`config.mk`:
```
export PLATFORM = sky130hd
export DESIGN_NAME = escape_time_fractal_pixel_unit_flat
export DESIGN_NICKNAME = d
export VERILOG_FILES = /design/src/hdl/etf_pkg.sv /design/src/hdl/etf_stream_if.sv /design/src/hdl/etf_front.sv /design/src/hdl/etf_queue.sv /design/src/hdl/etf_mul.sv /design/src/hdl/etf_back.sv /design/src/hdl/escape_time_fractal_pixel_unit.sv /design/src/flat_wrapper.sv
export SDC_FILE = /design/constraint.sdc
export NUM_CORES = 2
export LEC_CHECK = 0
export BUFFER_PORTS_ARGS = -buffer_cell sky130_fd_sc_hd__buf_2
export CORE_ASPECT_RATIO = 2
export CORE_MARGIN = 4
export CORE_UTILIZATION = 55
export CTS_BUF_LIST = sky130_fd_sc_hd__clkbuf_16
export CTS_CLUSTER_DIAMETER = 120
export DETAILED_ROUTE_END_ITERATION = 8
export PLACE_DENSITY = 0.7
export REMOVE_ABC_BUFFERS = 1
export SLEW_MARGIN = 0
export SYNTH_ARGS = -nofsm -noshare
export SYNTH_HDL_FRONTEND = slang
export SYNTH_SLANG_ARGS = --single-unit
```
`constraint.sdc`:
```
create_clock -name clk_i -period 15.55 [get_ports clk_i]
set_input_delay 1.555 -clock clk_i [delete_from_list [all_inputs] [get_ports clk_i]]
set_output_delay 1.555 -clock clk_i [all_outputs]
set_load 0.05 [all_outputs]
```
`src/hdl/etf_pkg.sv`:
```
// ----------------------------------------------------------------------------
// etf_pkg: shared types and constants of the escape-time fractal pixel unit
// Payload structs of the channels, configuration register indexes and the
// fixed constants of the iteration engine.
// ----------------------------------------------------------------------------
package etf_pkg;

  localparam int CFG_DATA_W = 64;
  localparam int DIGIT_W    = 16;
  localparam int IDX_W      = 12;
  localparam logic [12:0] BUDGET_MAX = 13'd4096;

  typedef enum logic [2:0] {
    REG_MAX_ITERATIONS    = 3'd0,
    REG_ORIGIN_X          = 3'd1,
    REG_ORIGIN_Y          = 3'd2,
    REG_STEP              = 3'd3,
    REG_JULIA_RE          = 3'd4,
    REG_JULIA_IM          = 3'd5,
    REG_COLOR_MULTIPLIERS = 3'd6,
    REG_JULIA_MODE        = 3'd7
  } cfg_reg_e;

  typedef struct packed {
    logic [2:0]            reg_index;
    logic [CFG_DATA_W-1:0] wdata;
  } cfg_write_t;

  typedef struct packed {
    logic [11:0] column;
    logic [11:0] row;
    logic [15:0] pass_index;
    logic [15:0] color_offset;
    logic [7:0]  prev_red;
    logic [7:0]  prev_green;
    logic [7:0]  prev_blue;
  } pixel_in_t;

  typedef struct packed {
    logic [7:0]  red;
    logic [7:0]  green;
    logic [7:0]  blue;
    logic [11:0] escape_count;
  } pixel_out_t;

  // Per-pixel data that rides along with the coordinates.
  typedef struct packed {
    logic [15:0] pass_index;
    logic [15:0] color_offset;
    logic [7:0]  prev_red;
    logic [7:0]  prev_green;
    logic [7:0]  prev_blue;
  } meta_t;

  // Iteration and coloring controls handed to the back end.
  typedef struct packed {
    logic [12:0] max_iterations;
    logic [23:0] color_multipliers;
    logic        julia_mode;
  } iter_cfg_t;

endpackage

```
`src/hdl/etf_stream_if.sv`:
```
// ----------------------------------------------------------------------------
// etf_stream_if: valid/ready channel
// Carries one payload of type T per transaction.
// ----------------------------------------------------------------------------
interface etf_stream_if #(
  parameter type T = logic
) ();
  logic valid;
  logic ready;
  T     data;

  modport source (output valid, output data, input ready);
  modport sink   (input valid, input data, output ready);
endinterface

```
`src/hdl/etf_front.sv`:
```
// ----------------------------------------------------------------------------
// etf_front: pixel intake and coordinate mapping
// Clamps the indexes, multiplies them by the step and adds the origin with
// saturation, in a two-stage pipeline.
// ----------------------------------------------------------------------------
module etf_front #(
  parameter int W       = 48,
  parameter int MAX_DIM = 4096
) (
  input  logic                  clk_i,
  input  logic                  rst_ni,
  input  logic                  valid_i,
  output logic                  ready_o,
  input  etf_pkg::pixel_in_t    pix_i,
  input  logic signed [W-1:0]   origin_x_i,
  input  logic signed [W-1:0]   origin_y_i,
  input  logic [W-2:0]          step_i,
  output logic                  valid_o,
  input  logic                  ready_i,
  output logic [2*W+55:0]       item_o
);
  import etf_pkg::*;

  localparam int PW = IDX_W + W - 1;
  localparam logic signed [W-1:0] MAXV = {1'b0, {(W-1){1'b1}}};
  localparam logic signed [W-1:0] MINV = {1'b1, {(W-1){1'b0}}};

  function automatic logic signed [W-1:0] sat_add(input logic signed [W-1:0] a,
                                                 input logic signed [W-1:0] b);
    logic signed [W:0] s;
    s = {a[W-1], a} + {b[W-1], b};
    if (s[W] != s[W-1]) sat_add = s[W] ? MINV : MAXV;
    else sat_add = s[W-1:0];
  endfunction

  function automatic logic [IDX_W-1:0] clamp(input logic [IDX_W-1:0] idx);
    if (32'(idx) >= 32'(MAX_DIM)) clamp = IDX_W'(MAX_DIM - 1);
    else clamp = idx;
  endfunction

  function automatic logic [W-2:0] sat_prod(input logic [PW-1:0] p);
    if (|p[PW-1:W-1]) sat_prod = {(W-1){1'b1}};
    else sat_prod = p[W-2:0];
  endfunction

  logic          s1_v_q, s1_v_d;
  logic [PW-1:0] px_prod_q, py_prod_q;
  meta_t         s1_meta_q;
  logic          out_v_q, out_v_d;
  logic [2*W+55:0] out_q;
  logic          adv2;
  logic signed [W-1:0] px, py;

  assign adv2    = !out_v_q || ready_i;
  assign ready_o = !s1_v_q || adv2;
  assign s1_v_d  = ready_o ? valid_i : s1_v_q;
  assign out_v_d = adv2 ? s1_v_q : out_v_q;

  assign px = sat_add(origin_x_i, {1'b0, sat_prod(px_prod_q)});
  assign py = sat_add(origin_y_i, {1'b0, sat_prod(py_prod_q)});

  always_ff @(posedge clk_i or negedge rst_ni) begin
    if (!rst_ni) begin
      s1_v_q  <= 1'b0;
      out_v_q <= 1'b0;
    end else begin
      s1_v_q  <= s1_v_d;
      out_v_q <= out_v_d;
    end
  end

  always_ff @(posedge clk_i) begin
    if (valid_i && ready_o) begin
      px_prod_q <= clamp(pix_i.column) * step_i;
      py_prod_q <= clamp(pix_i.row) * step_i;
      s1_meta_q <= '{pass_index: pix_i.pass_index, color_offset: pix_i.color_offset,
                     prev_red: pix_i.prev_red, prev_green: pix_i.prev_green,
                     prev_blue: pix_i.prev_blue};
    end
    if (adv2 && s1_v_q) begin
      out_q <= {px, py, s1_meta_q};
    end
  end

  assign valid_o = out_v_q;
  assign item_o  = out_q;

endmodule

```
`src/hdl/etf_queue.sv`:
```
// ----------------------------------------------------------------------------
// etf_queue: two-entry queue
// Decouples the coordinate front end from the iteration back end.
// ----------------------------------------------------------------------------
module etf_queue #(
  parameter int WIDTH = 152
) (
  input  logic             clk_i,
  input  logic             rst_ni,
  input  logic             valid_i,
  output logic             ready_o,
  input  logic [WIDTH-1:0] data_i,
  output logic             valid_o,
  input  logic             ready_i,
  output logic [WIDTH-1:0] data_o
);
  logic [WIDTH-1:0] mem_q [2];
  logic             wp_q, rp_q;
  logic [1:0]       cnt_q;
  logic             push, pop;

  assign ready_o = (cnt_q != 2'd2);
  assign valid_o = (cnt_q != 2'd0);
  assign push    = valid_i && ready_o;
  assign pop     = valid_o && ready_i;
  assign data_o  = mem_q[rp_q];

  always_ff @(posedge clk_i or negedge rst_ni) begin
    if (!rst_ni) begin
      wp_q  <= 1'b0;
      rp_q  <= 1'b0;
      cnt_q <= 2'd0;
    end else begin
      if (push) wp_q <= !wp_q;
      if (pop) rp_q <= !rp_q;
      cnt_q <= cnt_q + {1'b0, push} - {1'b0, pop};
    end
  end

  always_ff @(posedge clk_i) begin
    if (push) mem_q[wp_q] <= data_i;
  end

endmodule

```
`src/hdl/etf_mul.sv`:
```
// ----------------------------------------------------------------------------
// etf_mul: multi-cycle fixed-point multiplier
// Multiplies magnitudes one 16-bit digit per cycle, then drops the fraction
// bits rounding toward minus infinity and saturates.
// ----------------------------------------------------------------------------
module etf_mul #(
  parameter int W = 48
) (
  input  logic                clk_i,
  input  logic                rst_ni,
  input  logic                start_i,
  input  logic signed [W-1:0] a_i,
  input  logic signed [W-1:0] b_i,
  output logic                done_o,
  output logic signed [W-1:0] p_o
);
  import etf_pkg::*;

  localparam int NSTEP = (W + DIGIT_W - 1) / DIGIT_W;
  localparam int NB    = NSTEP * DIGIT_W;
  localparam int CW    = $clog2(NSTEP + 1);
  localparam int F     = W - 4;
  localparam logic signed [W-1:0] MAXV = {1'b0, {(W-1){1'b1}}};
  localparam logic signed [W-1:0] MINV = {1'b1, {(W-1){1'b0}}};

  logic [W-1:0]   ma_q;
  logic [NB-1:0]  mb_q;
  logic           neg_q;
  logic [2*W-1:0] acc_q;
  logic [CW-1:0]  cnt_q;
  logic           busy_q, fin_q, done_q;
  logic signed [W-1:0] p_q, res;
  logic [W+3:0]   q;
  logic           rem_nz, ovf;
  logic [W-1:0]   qi;

  assign q      = acc_q[2*W-1:F];
  assign rem_nz = |acc_q[F-1:0];
  assign ovf    = |q[W+3:W-1];
  assign qi     = q[W-1:0] + W'(rem_nz);

  always_comb begin
    if (!neg_q) res = ovf ? MAXV : q[W-1:0];
    else res = ovf ? MINV : -qi;
  end

  always_ff @(posedge clk_i or negedge rst_ni) begin
    if (!rst_ni) begin
      busy_q <= 1'b0;
      fin_q  <= 1'b0;
      done_q <= 1'b0;
      cnt_q  <= '0;
    end else begin
      done_q <= fin_q;
      fin_q  <= 1'b0;
      if (start_i) begin
        busy_q <= 1'b1;
        cnt_q  <= CW'(NSTEP);
      end else if (busy_q) begin
        cnt_q <= cnt_q - CW'(1);
        if (cnt_q == CW'(1)) begin
          busy_q <= 1'b0;
          fin_q  <= 1'b1;
        end
      end
    end
  end

  always_ff @(posedge clk_i) begin
    if (start_i) begin
      ma_q  <= a_i[W-1] ? -a_i : a_i;
      mb_q  <= NB'($unsigned(b_i[W-1] ? -b_i : b_i));
      neg_q <= a_i[W-1] ^ b_i[W-1];
      acc_q <= '0;
    end else if (busy_q) begin
      acc_q <= {acc_q[2*W-DIGIT_W-1:0], {DIGIT_W{1'b0}}}
             + (2*W)'(ma_q) * (2*W)'(mb_q[NB-1 -: DIGIT_W]);
      mb_q  <= {mb_q[NB-DIGIT_W-1:0], {DIGIT_W{1'b0}}};
    end
    if (fin_q) p_q <= res;
  end

  assign done_o = done_q;
  assign p_o    = p_q;

endmodule

```
`src/hdl/etf_back.sv`:
```
// ----------------------------------------------------------------------------
// etf_back: iteration engine, coloring and pass blending
// Runs z <- z^2 + c through one shared multiplier, colors the escape count
// and divides the blended sums bit by bit.
// ----------------------------------------------------------------------------
module etf_back #(
  parameter int W = 48
) (
  input  logic                 clk_i,
  input  logic                 rst_ni,
  input  logic                 valid_i,
  output logic                 ready_o,
  input  logic [2*W+55:0]      item_i,
  input  etf_pkg::iter_cfg_t   cfg_i,
  input  logic signed [W-1:0]  julia_re_i,
  input  logic signed [W-1:0]  julia_im_i,
  output logic                 valid_o,
  input  logic                 ready_i,
  output etf_pkg::pixel_out_t  res_o
);
  import etf_pkg::*;

  localparam logic [3:0] ST_IDLE  = 4'd0;
  localparam logic [3:0] ST_JXX   = 4'd1;
  localparam logic [3:0] ST_JYY   = 4'd2;
  localparam logic [3:0] ST_CHECK = 4'd3;
  localparam logic [3:0] ST_XY    = 4'd4;
  localparam logic [3:0] ST_YY    = 4'd5;
  localparam logic [3:0] ST_XX    = 4'd6;
  localparam logic [3:0] ST_COLOR = 4'd7;
  localparam logic [3:0] ST_DIV   = 4'd8;
  localparam logic [3:0] ST_OUT   = 4'd9;

  localparam logic signed [W-1:0] MAXV = {1'b0, {(W-1){1'b1}}};
  localparam logic signed [W-1:0] MINV = {1'b1, {(W-1){1'b0}}};
  localparam logic [W:0] FOUR = (W+1)'(1) << (W - 2);

  function automatic logic signed [W-1:0] sat_add(input logic signed [W-1:0] a,
                                                 input logic signed [W-1:0] b);
    logic signed [W:0] s;
    s = {a[W-1], a} + {b[W-1], b};
    if (s[W] != s[W-1]) sat_add = s[W] ? MINV : MAXV;
    else sat_add = s[W-1:0];
  endfunction

  logic [3:0]          state_q, state_d;
  logic signed [W-1:0] x_q, y_q, cx_q, cy_q, xx_q, yy_q, t_q;
  logic [12:0]         cnt_q, budget_q;
  logic [11:0]         count_q;
  meta_t               meta_q;
  logic [23:0]         rem_q [3];
  logic [7:0]          quot_q [3];
  logic [23:0]         dsh_q;
  logic [16:0]         div_q;
  logic [2:0]          dstep_q;
  logic                issued_q;
  logic                out_v_q;
  pixel_out_t          out_q;

  logic                mul_state, mul_start, mul_done;
  logic signed [W-1:0] mul_a, mul_b, mul_p;
  logic signed [W-1:0] in_px, in_py;
  meta_t               in_meta;
  logic [12:0]         budget;
  logic                escaped, load_out;
  logic [16:0]         den;
  logic [7:0]          prev [3];
  logic [7:0]          mult [3];
  logic [7:0]          sum8;

  assign {in_px, in_py, in_meta} = item_i;
  assign budget  = (cfg_i.max_iterations > BUDGET_MAX) ? BUDGET_MAX : cfg_i.max_iterations;
  assign escaped = ({1'b0, xx_q} + {1'b0, yy_q}) >= FOUR;
  assign ready_o = (state_q == ST_IDLE);
  assign load_out = (state_q == ST_OUT) && (!out_v_q || ready_i);

  assign mul_state = (state_q == ST_JXX) || (state_q == ST_JYY) || (state_q == ST_XY)
                  || (state_q == ST_YY) || (state_q == ST_XX);
  assign mul_start = mul_state && !issued_q;
  assign mul_a = ((state_q == ST_JYY) || (state_q == ST_YY)) ? y_q : x_q;
  assign mul_b = ((state_q == ST_JXX) || (state_q == ST_XX)) ? x_q : y_q;

  etf_mul #(.W(W)) u_mul (
    .clk_i   (clk_i),
    .rst_ni  (rst_ni),
    .start_i (mul_start),
    .a_i     (mul_a),
    .b_i     (mul_b),
    .done_o  (mul_done),
    .p_o     (mul_p)
  );

  assign den     = {1'b0, meta_q.pass_index} + 17'd1;
  assign prev[0] = meta_q.prev_red;
  assign prev[1] = meta_q.prev_green;
  assign prev[2] = meta_q.prev_blue;
  assign mult[0] = cfg_i.color_multipliers[7:0];
  assign mult[1] = cfg_i.color_multipliers[15:8];
  assign mult[2] = cfg_i.color_multipliers[23:16];
  assign sum8    = count_q[7:0] + meta_q.color_offset[7:0];

  always_comb begin
    state_d = state_q;
    unique case (state_q)
      ST_IDLE:  if (valid_i) state_d = (budget < 13'd2) ? ST_CHECK
                                     : (cfg_i.julia_mode ? ST_JXX : ST_CHECK);
      ST_JXX:   if (mul_done) state_d = ST_JYY;
      ST_JYY:   if (mul_done) state_d = ST_CHECK;
      ST_CHECK: state_d = ((cnt_q == '0) || escaped) ? ST_COLOR : ST_XY;
      ST_XY:    if (mul_done) state_d = ST_YY;
      ST_YY:    if (mul_done) state_d = ST_XX;
      ST_XX:    if (mul_done) state_d = ST_CHECK;
      ST_COLOR: state_d = ST_DIV;
      ST_DIV:   if (dstep_q == 3'd7) state_d = ST_OUT;
      ST_OUT:   if (load_out) state_d = ST_IDLE;
      default:  state_d = ST_IDLE;
    endcase
  end

  always_ff @(posedge clk_i or negedge rst_ni) begin
    if (!rst_ni) begin
      state_q  <= ST_IDLE;
      issued_q <= 1'b0;
      out_v_q  <= 1'b0;
    end else begin
      state_q <= state_d;
      if (mul_start) issued_q <= 1'b1;
      else if (mul_done) issued_q <= 1'b0;
      if (load_out) out_v_q <= 1'b1;
      else if (ready_i) out_v_q <= 1'b0;
    end
  end

  always_ff @(posedge clk_i) begin
    unique case (state_q)
      ST_IDLE: begin
        if (valid_i) begin
          meta_q   <= in_meta;
          budget_q <= budget;
          cnt_q    <= (budget < 13'd2) ? 13'd0 : budget - 13'd1;
          if (cfg_i.julia_mode) begin
            x_q  <= in_px;
            y_q  <= in_py;
            cx_q <= julia_re_i;
            cy_q <= julia_im_i;
          end else begin
            x_q  <= '0;
            y_q  <= '0;
            cx_q <= in_px;
            cy_q <= in_py;
          end
          xx_q <= '0;
          yy_q <= '0;
        end
      end
      ST_JXX: if (mul_done) xx_q <= mul_p;
      ST_JYY: if (mul_done) yy_q <= mul_p;
      ST_CHECK: begin
        count_q <= (cnt_q != '0) ? 12'(budget_q - cnt_q) : 12'd0;
        t_q     <= sat_add(xx_q, -yy_q);
      end
      ST_XY: begin
        if (mul_done) begin
          y_q <= sat_add(sat_add(mul_p, mul_p), cy_q);
          x_q <= sat_add(t_q, cx_q);
        end
      end
      ST_YY: if (mul_done) yy_q <= mul_p;
      ST_XX: begin
        if (mul_done) begin
          xx_q  <= mul_p;
          cnt_q <= cnt_q - 13'd1;
        end
      end
      ST_COLOR: begin
        for (int k = 0; k < 3; k++) begin
          rem_q[k] <= 24'(prev[k]) * 24'(meta_q.pass_index)
                    + 24'((count_q == '0) ? 8'd0 : 8'(sum8 * mult[k]))
                    + 24'(den[16:1]);
        end
        div_q   <= den;
        dsh_q   <= {den, 7'd0};
        dstep_q <= 3'd0;
      end
      ST_DIV: begin
        for (int k = 0; k < 3; k++) begin
          if (rem_q[k] >= dsh_q) begin
            rem_q[k]  <= rem_q[k] - dsh_q;
            quot_q[k] <= {quot_q[k][6:0], 1'b1};
          end else begin
            quot_q[k] <= {quot_q[k][6:0], 1'b0};
          end
        end
        dsh_q   <= dsh_q >> 1;
        dstep_q <= dstep_q + 3'd1;
      end
      ST_OUT: begin
        if (load_out) begin
          out_q <= '{red: quot_q[0], green: quot_q[1], blue: quot_q[2],
                     escape_count: count_q};
        end
      end
      default: ;
    endcase
  end

  assign valid_o = out_v_q;
  assign res_o   = out_q;

  // A product only comes back for a request this engine made.
  a_done_issued: assert property (@(posedge clk_i) disable iff (!rst_ni)
    mul_done |-> issued_q) else $error("multiplier result without request");

  // The remaining budget never exceeds the budget the pixel started with.
  a_cnt_budget: assert property (@(posedge clk_i) disable iff (!rst_ni)
    (state_q == ST_CHECK) |-> (cnt_q <= budget_q)) else $error("counter above budget");

  // Taking a pixel from the queue always starts work on it.
  a_pop_busy: assert property (@(posedge clk_i) disable iff (!rst_ni)
    (valid_i && ready_o) |=> (state_q != ST_IDLE)) else $error("pixel dropped");

  // After the last division step every remainder lies below the divisor.
  a_div_rem: assert property (@(posedge clk_i) disable iff (!rst_ni)
    (state_q == ST_OUT) |-> ((rem_q[0] < 24'(div_q)) && (rem_q[1] < 24'(div_q))
                             && (rem_q[2] < 24'(div_q))))
    else $error("blend division left a remainder too large");

endmodule

```
`src/hdl/escape_time_fractal_pixel_unit.sv`:
```
// ----------------------------------------------------------------------------
// escape_time_fractal_pixel_unit: Mandelbrot / Julia escape-time pixel engine
// Maps a pixel to a fixed-point point, iterates it, colors the escape count
// and blends the color into the previous pass.
// ----------------------------------------------------------------------------
// Usage:
//   cfg_i carries register writes (index and data); it is always ready. Write
//   registers only while no pixel is in flight.
//   pix_i takes one pixel per transaction; pix_o returns one colored pixel per
//   input transaction, in order.
//   Timing: the front end registers a pixel in stage 1 and in its output
//   register, the queue stores it once, and the back end then runs each
//   iteration as a check and three products (xy, yy, xx) on the shared
//   digit-serial multiplier, with NSTEP = COORD_WIDTH/16 digits (rounded up)
//   per product, plus setup, coloring and an 8-step division (and the two
//   starting squares in Julia mode). The shared multiplier sets the pace.
//   The front end and the two-entry queue keep taking pixels while the back
//   end iterates, so up to six pixels can be held inside.
//   A stalled pix_o holds its result; the back end then waits and the front
//   end fills up before pix_i drops ready.
//   Reset returns all registers to their defaults (budget 256, the rest zero)
//   and empties every stage; no clearing pass is needed.
// ----------------------------------------------------------------------------
module escape_time_fractal_pixel_unit #(
  parameter int COORD_WIDTH = 48,
  parameter int MAX_DIM     = 4096
) (
  input  logic          clk_i,
  input  logic          rst_ni,
  etf_stream_if.sink    cfg_i,
  etf_stream_if.sink    pix_i,
  etf_stream_if.source  pix_o
);
  import etf_pkg::*;

  localparam int W      = COORD_WIDTH;
  localparam int ITEM_W = 2 * W + 56;

  // Configuration registers.
  logic [12:0]         max_iter_q;
  logic signed [W-1:0] origin_x_q, origin_y_q, julia_re_q, julia_im_q;
  logic [W-2:0]        step_q;
  logic [23:0]         color_mult_q;
  logic                julia_mode_q;
  cfg_write_t          cfg_wr;
  iter_cfg_t           iter_cfg;

  // Front end to queue, queue to back end.
  logic              fe_valid, fe_ready, q_valid, q_ready;
  logic [ITEM_W-1:0] fe_item, q_item;

  assign cfg_wr      = cfg_i.data;
  assign cfg_i.ready = 1'b1;

  // Register writes land directly; every 3-bit index names a register, so
  // the default arm is never taken. Each register keeps only the bits it defines.
  always_ff @(posedge clk_i or negedge rst_ni) begin
    if (!rst_ni) begin
      max_iter_q   <= 13'd256;
      origin_x_q   <= '0;
      origin_y_q   <= '0;
      step_q       <= '0;
      julia_re_q   <= '0;
      julia_im_q   <= '0;
      color_mult_q <= '0;
      julia_mode_q <= 1'b0;
    end else if (cfg_i.valid) begin
      case (cfg_reg_e'(cfg_wr.reg_index))
        REG_MAX_ITERATIONS:    max_iter_q   <= cfg_wr.wdata[12:0];
        REG_ORIGIN_X:          origin_x_q   <= cfg_wr.wdata[W-1:0];
        REG_ORIGIN_Y:          origin_y_q   <= cfg_wr.wdata[W-1:0];
        REG_STEP:              step_q       <= cfg_wr.wdata[W-2:0];
        REG_JULIA_RE:          julia_re_q   <= cfg_wr.wdata[W-1:0];
        REG_JULIA_IM:          julia_im_q   <= cfg_wr.wdata[W-1:0];
        REG_COLOR_MULTIPLIERS: color_mult_q <= cfg_wr.wdata[23:0];
        REG_JULIA_MODE:        julia_mode_q <= cfg_wr.wdata[0];
        default: ;
      endcase
    end
  end

  assign iter_cfg = '{max_iterations: max_iter_q, color_multipliers: color_mult_q,
                      julia_mode: julia_mode_q};

  // The front end turns indexes into saturated coordinates.
  etf_front #(.W(W), .MAX_DIM(MAX_DIM)) u_front (
    .clk_i      (clk_i),
    .rst_ni     (rst_ni),
    .valid_i    (pix_i.valid),
    .ready_o    (pix_i.ready),
    .pix_i      (pix_i.data),
    .origin_x_i (origin_x_q),
    .origin_y_i (origin_y_q),
    .step_i     (step_q),
    .valid_o    (fe_valid),
    .ready_i    (fe_ready),
    .item_o     (fe_item)
  );

  // The queue lets the front end keep working while the back end iterates.
  etf_queue #(.WIDTH(ITEM_W)) u_queue (
    .clk_i   (clk_i),
    .rst_ni  (rst_ni),
    .valid_i (fe_valid),
    .ready_o (fe_ready),
    .data_i  (fe_item),
    .valid_o (q_valid),
    .ready_i (q_ready),
    .data_o  (q_item)
  );

  // The back end iterates, colors and blends one pixel at a time.
  etf_back #(.W(W)) u_back (
    .clk_i      (clk_i),
    .rst_ni     (rst_ni),
    .valid_i    (q_valid),
    .ready_o    (q_ready),
    .item_i     (q_item),
    .cfg_i      (iter_cfg),
    .julia_re_i (julia_re_q),
    .julia_im_i (julia_im_q),
    .valid_o    (pix_o.valid),
    .ready_i    (pix_o.ready),
    .res_o      (pix_o.data)
  );

endmodule
```
`src/flat_wrapper.sv`:
```
// flat-port wrapper written by rule: the top's interface ports become plain ports
module escape_time_fractal_pixel_unit_flat import etf_pkg::*;
#(
  parameter int COORD_WIDTH = 48,
  parameter int MAX_DIM     = 4096
)
  (clk_i, rst_ni, cfg_i_valid, cfg_i_data, cfg_i_ready, pix_i_valid, pix_i_data, pix_i_ready, pix_o_valid, pix_o_data, pix_o_ready);
  etf_stream_if cfg_i_i ();
  etf_stream_if pix_i_i ();
  etf_stream_if pix_o_i ();
  input  logic clk_i;
  input  logic rst_ni;
  input wire logic [$bits(cfg_i_i.valid)-1:0] cfg_i_valid;
  input wire logic [$bits(cfg_i_i.data)-1:0] cfg_i_data;
  output wire logic [$bits(cfg_i_i.ready)-1:0] cfg_i_ready;
  input wire logic [$bits(pix_i_i.valid)-1:0] pix_i_valid;
  input wire logic [$bits(pix_i_i.data)-1:0] pix_i_data;
  output wire logic [$bits(pix_i_i.ready)-1:0] pix_i_ready;
  output wire logic [$bits(pix_o_i.valid)-1:0] pix_o_valid;
  output wire logic [$bits(pix_o_i.data)-1:0] pix_o_data;
  input wire logic [$bits(pix_o_i.ready)-1:0] pix_o_ready;
  assign cfg_i_i.valid = cfg_i_valid;
  assign cfg_i_i.data = cfg_i_data;
  assign cfg_i_ready = cfg_i_i.ready;
  assign pix_i_i.valid = pix_i_valid;
  assign pix_i_i.data = pix_i_data;
  assign pix_i_ready = pix_i_i.ready;
  assign pix_o_valid = pix_o_i.valid;
  assign pix_o_data = pix_o_i.data;
  assign pix_o_i.ready = pix_o_ready;
  escape_time_fractal_pixel_unit #(.COORD_WIDTH(COORD_WIDTH), .MAX_DIM(MAX_DIM)) u_core (.clk_i(clk_i), .rst_ni(rst_ni), .cfg_i(cfg_i_i), .pix_i(pix_i_i), .pix_o(pix_o_i));
endmodule
```
# ---- After elaboration in Yosys (flattened, before gate mapping)
# Cells that the tools add are included.
dict set report classes {
  addsub 18
  mul 1
  n_lt_le_gt_ge 3
  n_eq_ne 26
  muxes 54
  bitwise_logic 1
  reduce_logical 42
}
# operator n
set ops {}
lappend ops {{$mux W48} 22}
lappend ops {{$pmux W48 S2} 4}
lappend ops {{$add A48 B48 Y49} 5}
lappend ops {{$neg A48 Y48} 4}
lappend ops {{$add A96 B64 Y96} 1}
lappend ops {{$mul A48 B16 Y64} 1}
lappend ops {{$mux W13} 4}
lappend ops {{$ge A49 B47 Y1 const B} 1}
lappend ops {{$add A48 B1 Y48} 1}
lappend ops {{$mux W47} 1}
lappend ops {{$reduce_or A44 Y1} 1}
lappend ops {{$pmux W4 S9} 1}
lappend ops {{$mux W4} 7}
lappend ops {{$pmux W13 S2} 1}
lappend ops {{$sub A13 B1 Y13 const B} 2}
lappend ops {{$reduce_bool A2 Y1} 9}
lappend ops {{$eq A4 B3 Y1 const B} 4}
lappend ops {{$ne A2 B1 Y1 const B} 7}
lappend ops {{$gt A9 B13 Y1 const B} 1}
lappend ops {{$logic_not A13 Y1} 1}
lappend ops {{$lt A13 B2 Y1 const B} 1}
lappend ops {{$reduce_bool A13 Y1} 1}
lappend ops {{$reduce_and A3 Y1} 4}
lappend ops {{$logic_or A1 B1 Y1} 10}
lappend ops {{23 further kinds} 51}
dict set report word_totals {
  register_bits 613
  output_inout_bits 4
}

# ---- Logic depth before layout (Yosys ltp)
dict set report depth {
  word_depth 10
  ltp_mapped 27
}

# ---- By module
# From an unflattened synthesis, not the netlist that was laid out.
dict set report hier_totals {
  hier_cells 16252
  area_unflattened_um2 157984.0
}
# module n_inst cells_each area_each_um2
set by_module_without_submodules {}
lappend by_module_without_submodules {etf_back 1 5733 55899.9}
lappend by_module_without_submodules {etf_front 1 5481 50818.7}
lappend by_module_without_submodules {etf_mul 1 4536 39965.8}
lappend by_module_without_submodules {etf_queue 1 495 11209.5}
lappend by_module_without_submodules {escape_time_fractal_pixel_unit 1 7 90.1}

# ---- Least setup slack after synthesis
# No wires, ideal clock.
dict set report synth_timing {
  path_type {flip-flop to flip-flop}
  start {register u_core.u_back.state_q[2]}
  end {register u_core.u_back.x_q[0], enable pin}
  arrival_time_ns 7.996
  t_required_ns 14.881
  path_slack_ns 6.885
  stages_incl_launch_ff 7
  path_buffers 4
  path_cell_list {dfrtp_1 buf_2 clkbuf_1 buf_1 buf_1 a21oi_1 nor3_1}
}
dict set report synth_between {
  elab_chain_len 3
}
# element line
set synth_lines {}
lappend synth_lines {{start: declaration} etf_back.sv:46} ;# logic [3:0] state_q, state_d;
lappend synth_lines {{start signal: assignment} etf_back.sv:126} ;# state_q <= state_d;
lappend synth_lines {{$eq A4 B3 Y1 or $logic_not A4 Y1 (tied branches)} etf_back.sv:135} ;# unique case (state_q)
lappend synth_lines {{$ne A2 B1 Y1 (no line) (tied with other cells)} --}
lappend synth_lines {{$reduce_and A3 Y1 (no line) *} --}
lappend synth_lines {{end signal: assignment} etf_back.sv:142} ;# x_q <= in_px;
lappend synth_lines {{end signal: assignment} etf_back.sv:165} ;# x_q <= sat_add(t_q, cx_q);
lappend synth_lines {{end: declaration} etf_back.sv:47} ;# logic signed [W-1:0] x_q, y_q, cx_q, cy_q, xx_q, yy_q, t_q;
# Every way passes the cells marked *; elsewhere a longest branch is shown, timed or not.
# A chain may end at the register's enable or synchronous reset.

# ---- Worst setup path after layout
dict set report layout_timing {
  start {register u_core.u_back.u_mul.ma_q[7]}
  end {register u_core.u_back.u_mul.acc_q[85]}
}
dict set report layout_between {
  elab_chain_len 2
}
# element line
set layout_lines {}
lappend layout_lines {{start: declaration} etf_mul.sv:26} ;# logic [W-1:0] ma_q;
lappend layout_lines {{start signal: assignment} etf_mul.sv:71} ;# ma_q <= a_i[W-1] ? -a_i : a_i;
lappend layout_lines {{$mul A48 B16 Y64} etf_mul.sv:77} ;# + (2*W)'(ma_q) * (2*W)'(mb_q[NB-1 -: DIGIT_W]);
lappend layout_lines {{$add A96 B64 Y96} etf_mul.sv:77}
lappend layout_lines {{end signal: assignment} etf_mul.sv:76} ;# acc_q <= {acc_q[2*W-DIGIT_W-1:0], {DIGIT_W{1'b0}}}
lappend layout_lines {{end: declaration} etf_mul.sv:29} ;# logic [2*W-1:0] acc_q;
# No other way between the ends.

==> results.cfg <==
[grt]
overflow = 0
grt_max_degree = 80
track_usage = 0.3119
antenna_found_initial = 2
grt_pass1_wl_um = 269300
grt_pass1_vias = 48340

[setup_path]
crit_arrival_ps = 9020
cp_cell_sequence = and2_1 -> fa_1 -> inv_1 -> fa_1 -> fa_1 -> fa_1 -> inv_1 -> fa_1 -> inv_1 -> fa_1 -> inv_1 -> ha_1 -> and3_1 -> a221o_1 -> a41o_1 -> o211a_1 -> o2111ai_1 -> a2111oi_2 -> o211ai_1 -> a21boi_0 -> xnor2_1 -> o22ai_1
cp.required_ps = 15980
reg2reg_from = u_core.u_back.u_mul.ma_q[7]
setup.worst_path.end_class = register
cp_num_buf_inv = 4
cpMaxStageDelayCell = a2111oi_2
critPathKind = register to register
worstPathMaxFanout = 16
worst_path_largest_cell_delay_ps = 1010
crit_path_start = u_core.u_back.u_mul.ma_q[7]
crit_path_start_kind = register
path_common_cell = fa_1
critPathTopFamily = adder cells

[yosys]
yosysTopAreaCellShare = 0.2380
syn_avg_cell_area_sq_um = 9.175
yosysWarnings = 0
synth_area_leaders = fa_1 (24%), edfxtp_1 (21%), ha_1 (7.2%)
yosys.area.top_type = fa_1
async_reset_ff_frac = 0.03288
synth-seq-cells = 517
synthesis.area_sq_um = 58200
synth_edf_count = 404
synth_top_flop_cell = edfxtp_1
synth_cell_types = 104
syn_inst = 6344
ys_seq_area_frac = 0.2488

[clock_network]
clock-sinks = 517
hold_buffers = 0
clockBufferDepth = 3
post_cts_buffers = 0
cts-root-buf = clkbuf_16
worst_skew_pair.late_latency_ps = 610
cts_tree = yes
clk_pin_slew_ps = 80
cts-resized-gates = 0
htreeDepth = 2
numCtsBuffers = 46

[drt]
first_iter_violations = 2904
drc = 0
met2RoutedLength_um = 91510
highest_layer = met4
wire_per_inst_um = 22.96
postRouteAntennaNets = 0
vias = 45360
routed_wl_um = 172800
wl_met1_um = 55940
dr.pass1.iters = 8
dr_wl_met3_um = 6953
viasPerCell = 6.028

[sta]
finClkSkew_ps = 41.91
timing.fmax_mhz = 116.5
fin_tns_setup_ps = 0
drv_slew = 0
finalSetupViolations = 0
layout_min_cycle_time_ps = 8584
setup_ws_ps = 6966
rsz0062_at_grt = no
tightest_slew_ps = 1194
hold_viol = 0
slew-limit-headroom = 0.2041
fin_crit_sh = 0.5520

[outcome]
outcome = finished clean

[floorplanning]
fp.coreArea_sq_um = 104900
die_w_um = 238.0
ios = 11
die_height_um = 468.1
rows = 168
initial_core_util = 0.5549
dieArea_sq_um = 111400

[placement]
pre_cts_slack_ps = 7128
gp_congestion = 0.9774
hpwl_um = 136900
io_buffers = 8

[finish]
area_growth_pct = 4.233
layout-drive-gt1-share = 0.03586
nets = 7160

[worst_hold_path]
holdCritStartpoint = u_core.u_front.s1_v_q
hold_path_class = register to register

[flow_run]
max_cap_viol_count = 0
[area by class of cell]
cell class	instances	area, sq um
fillers	9300	44220
multi-input cells	4550	38930
flip-flops and latches	517	14490
inverters	939	3526
well taps	1360	1702
clock buffers	47	1176
repair buffers	73	528.0
clock inverters	37	306.5
diodes	2	5.005
[cells in the mapped netlist (14+ instances only)]
master	count
o221ai_1	24
nor4_1	55
or3_1	26
nor4b_1	14
buf_2	21
edfxtp_1	404
ha_1	334
a31oi_1	43
nand4_1	57
nor3_1	84
dfrtp_1	16
nand2b_1	23
nor2_1	275
o211ai_1	20
clkbuf_1	292
a211oi_1	29
nand3_1	61
a21oi_1	351
mux2i_1	89
o21bai_1	45
o22ai_1	83
xnor2_1	207
and2_1	397
nand2_1	772
o22a_1	33
dfxtp_1	96
inv_1	937
a21o_1	106
and3_1	81
o31ai_1	21
o21a_1	21
xor2_1	107
buf_1	19
fa_1	692
nor2b_1	52
o21ai_0	232
o21ai_1	19
[flip-flops by register name, indices dropped and copies added (netlist names), 3 cells and up]
signal and count:
u_core.u_back.t_q 48, u_core.u_back.u_mul.mb_q 48, u_core.u_back.u_mul.p_o 48, u_core.u_back.yy_q 48, u_core.u_back.x_q 48, u_core.u_back.dstep_q 3
u_core.u_back.xx_q 48, u_core.u_back.y_q 48, u_core.u_back.state_q 4, u_core.u_back.cnt_q 13, u_core.u_back.u_mul.ma_q 48, u_core.u_back.u_mul.acc_q 96
[cells in the final DEF, fill, tap and decap left out, types with 12 or more instances in the layout]
cell,n
buf_4,65
nor4b_1,14
nand2b_1,23
o21a_1,21
mux2i_1,88
o22a_1,33
fa_1,692
nor3_1,81
and2_1,397
o21bai_1,45
o211ai_1,20
ha_1,334
nor2_1,272
o22ai_1,83
nand3_1,61
o21ai_0,232
and3_1,81
a211oi_1,29
xor2_1,107
o221ai_1,24
nand2_1,772
o221ai_2,13
nor2b_1,52
o21ai_1,19
a21oi_1,349
nand4_1,57
inv_1,944
nor4_1,55
clkbuf_16,47
dfxtp_1,96
a21o_1,105
edfxtp_1,404
xnor2_1,207
a22oi_1,12
or3_1,26
a31oi_1,43
o31ai_1,20
[final timing paths]
path / endpoint / slack (ps) / cells past startpoint
min in group asynchronous: u_core.u_queue.cnt_q[0] / 930 / 1
max: u_core.u_back.u_mul.acc_q[85] / 6970 / 22
min: u_core.u_front.valid_o / 480 / 1
max in group asynchronous: u_core.u_back.u_mul.busy_q / 14150 / 1
max reg2reg: u_core.u_back.u_mul.acc_q[85] / 6970 / 22
min reg2reg: u_core.u_front.valid_o / 480 / 1
[cell families (layout without fill, tap and decap cells)]
| family | Yosys count | in the layout | synth area share |
|---|---|---|---|
| AND/OR/NAND/NOR | 1960 | 1960 | 0.1672 |
| buffers and inverters | 1277 | 1096 | 0.08351 |
| AO/OA/AOI/OAI | 1150 | 1150 | 0.1263 |
| adder cells (fa/ha/maj) | 1030 | 1030 | 0.3105 |
| flip-flops | 517 | 517 | 0.2488 |
| XOR/XNOR | 314 | 314 | 0.04725 |
| multiplexers | 95 | 95 | 0.01647 |
| other | 1 | 3 | 0.00006443 |
[layer usage]
layer	vias to the layer above	GRT usage
li1	20490	-
met1	22570	0.3105
met2	1596	0.5780
met3	699	0.02603
met4	0	0.2661
met5	-	0
[stage by stage]
stage                       util  instances  hold slack, ps  cell area (sq um)
after floorplan                -       6006           400.3              56870
after global placement    0.5642       7439           439.7              59180
after detailed placement  0.5642       7439           459.4              59180
after CTS                 0.5783       7523           478.5              60660
after global routing      0.5784       7524           489.8              60670
final                     0.5784       7525           476.2              60670
Power is not shown: default switching activity piles up to over one toggle a cycle in this logic, so the estimate is an artifact.
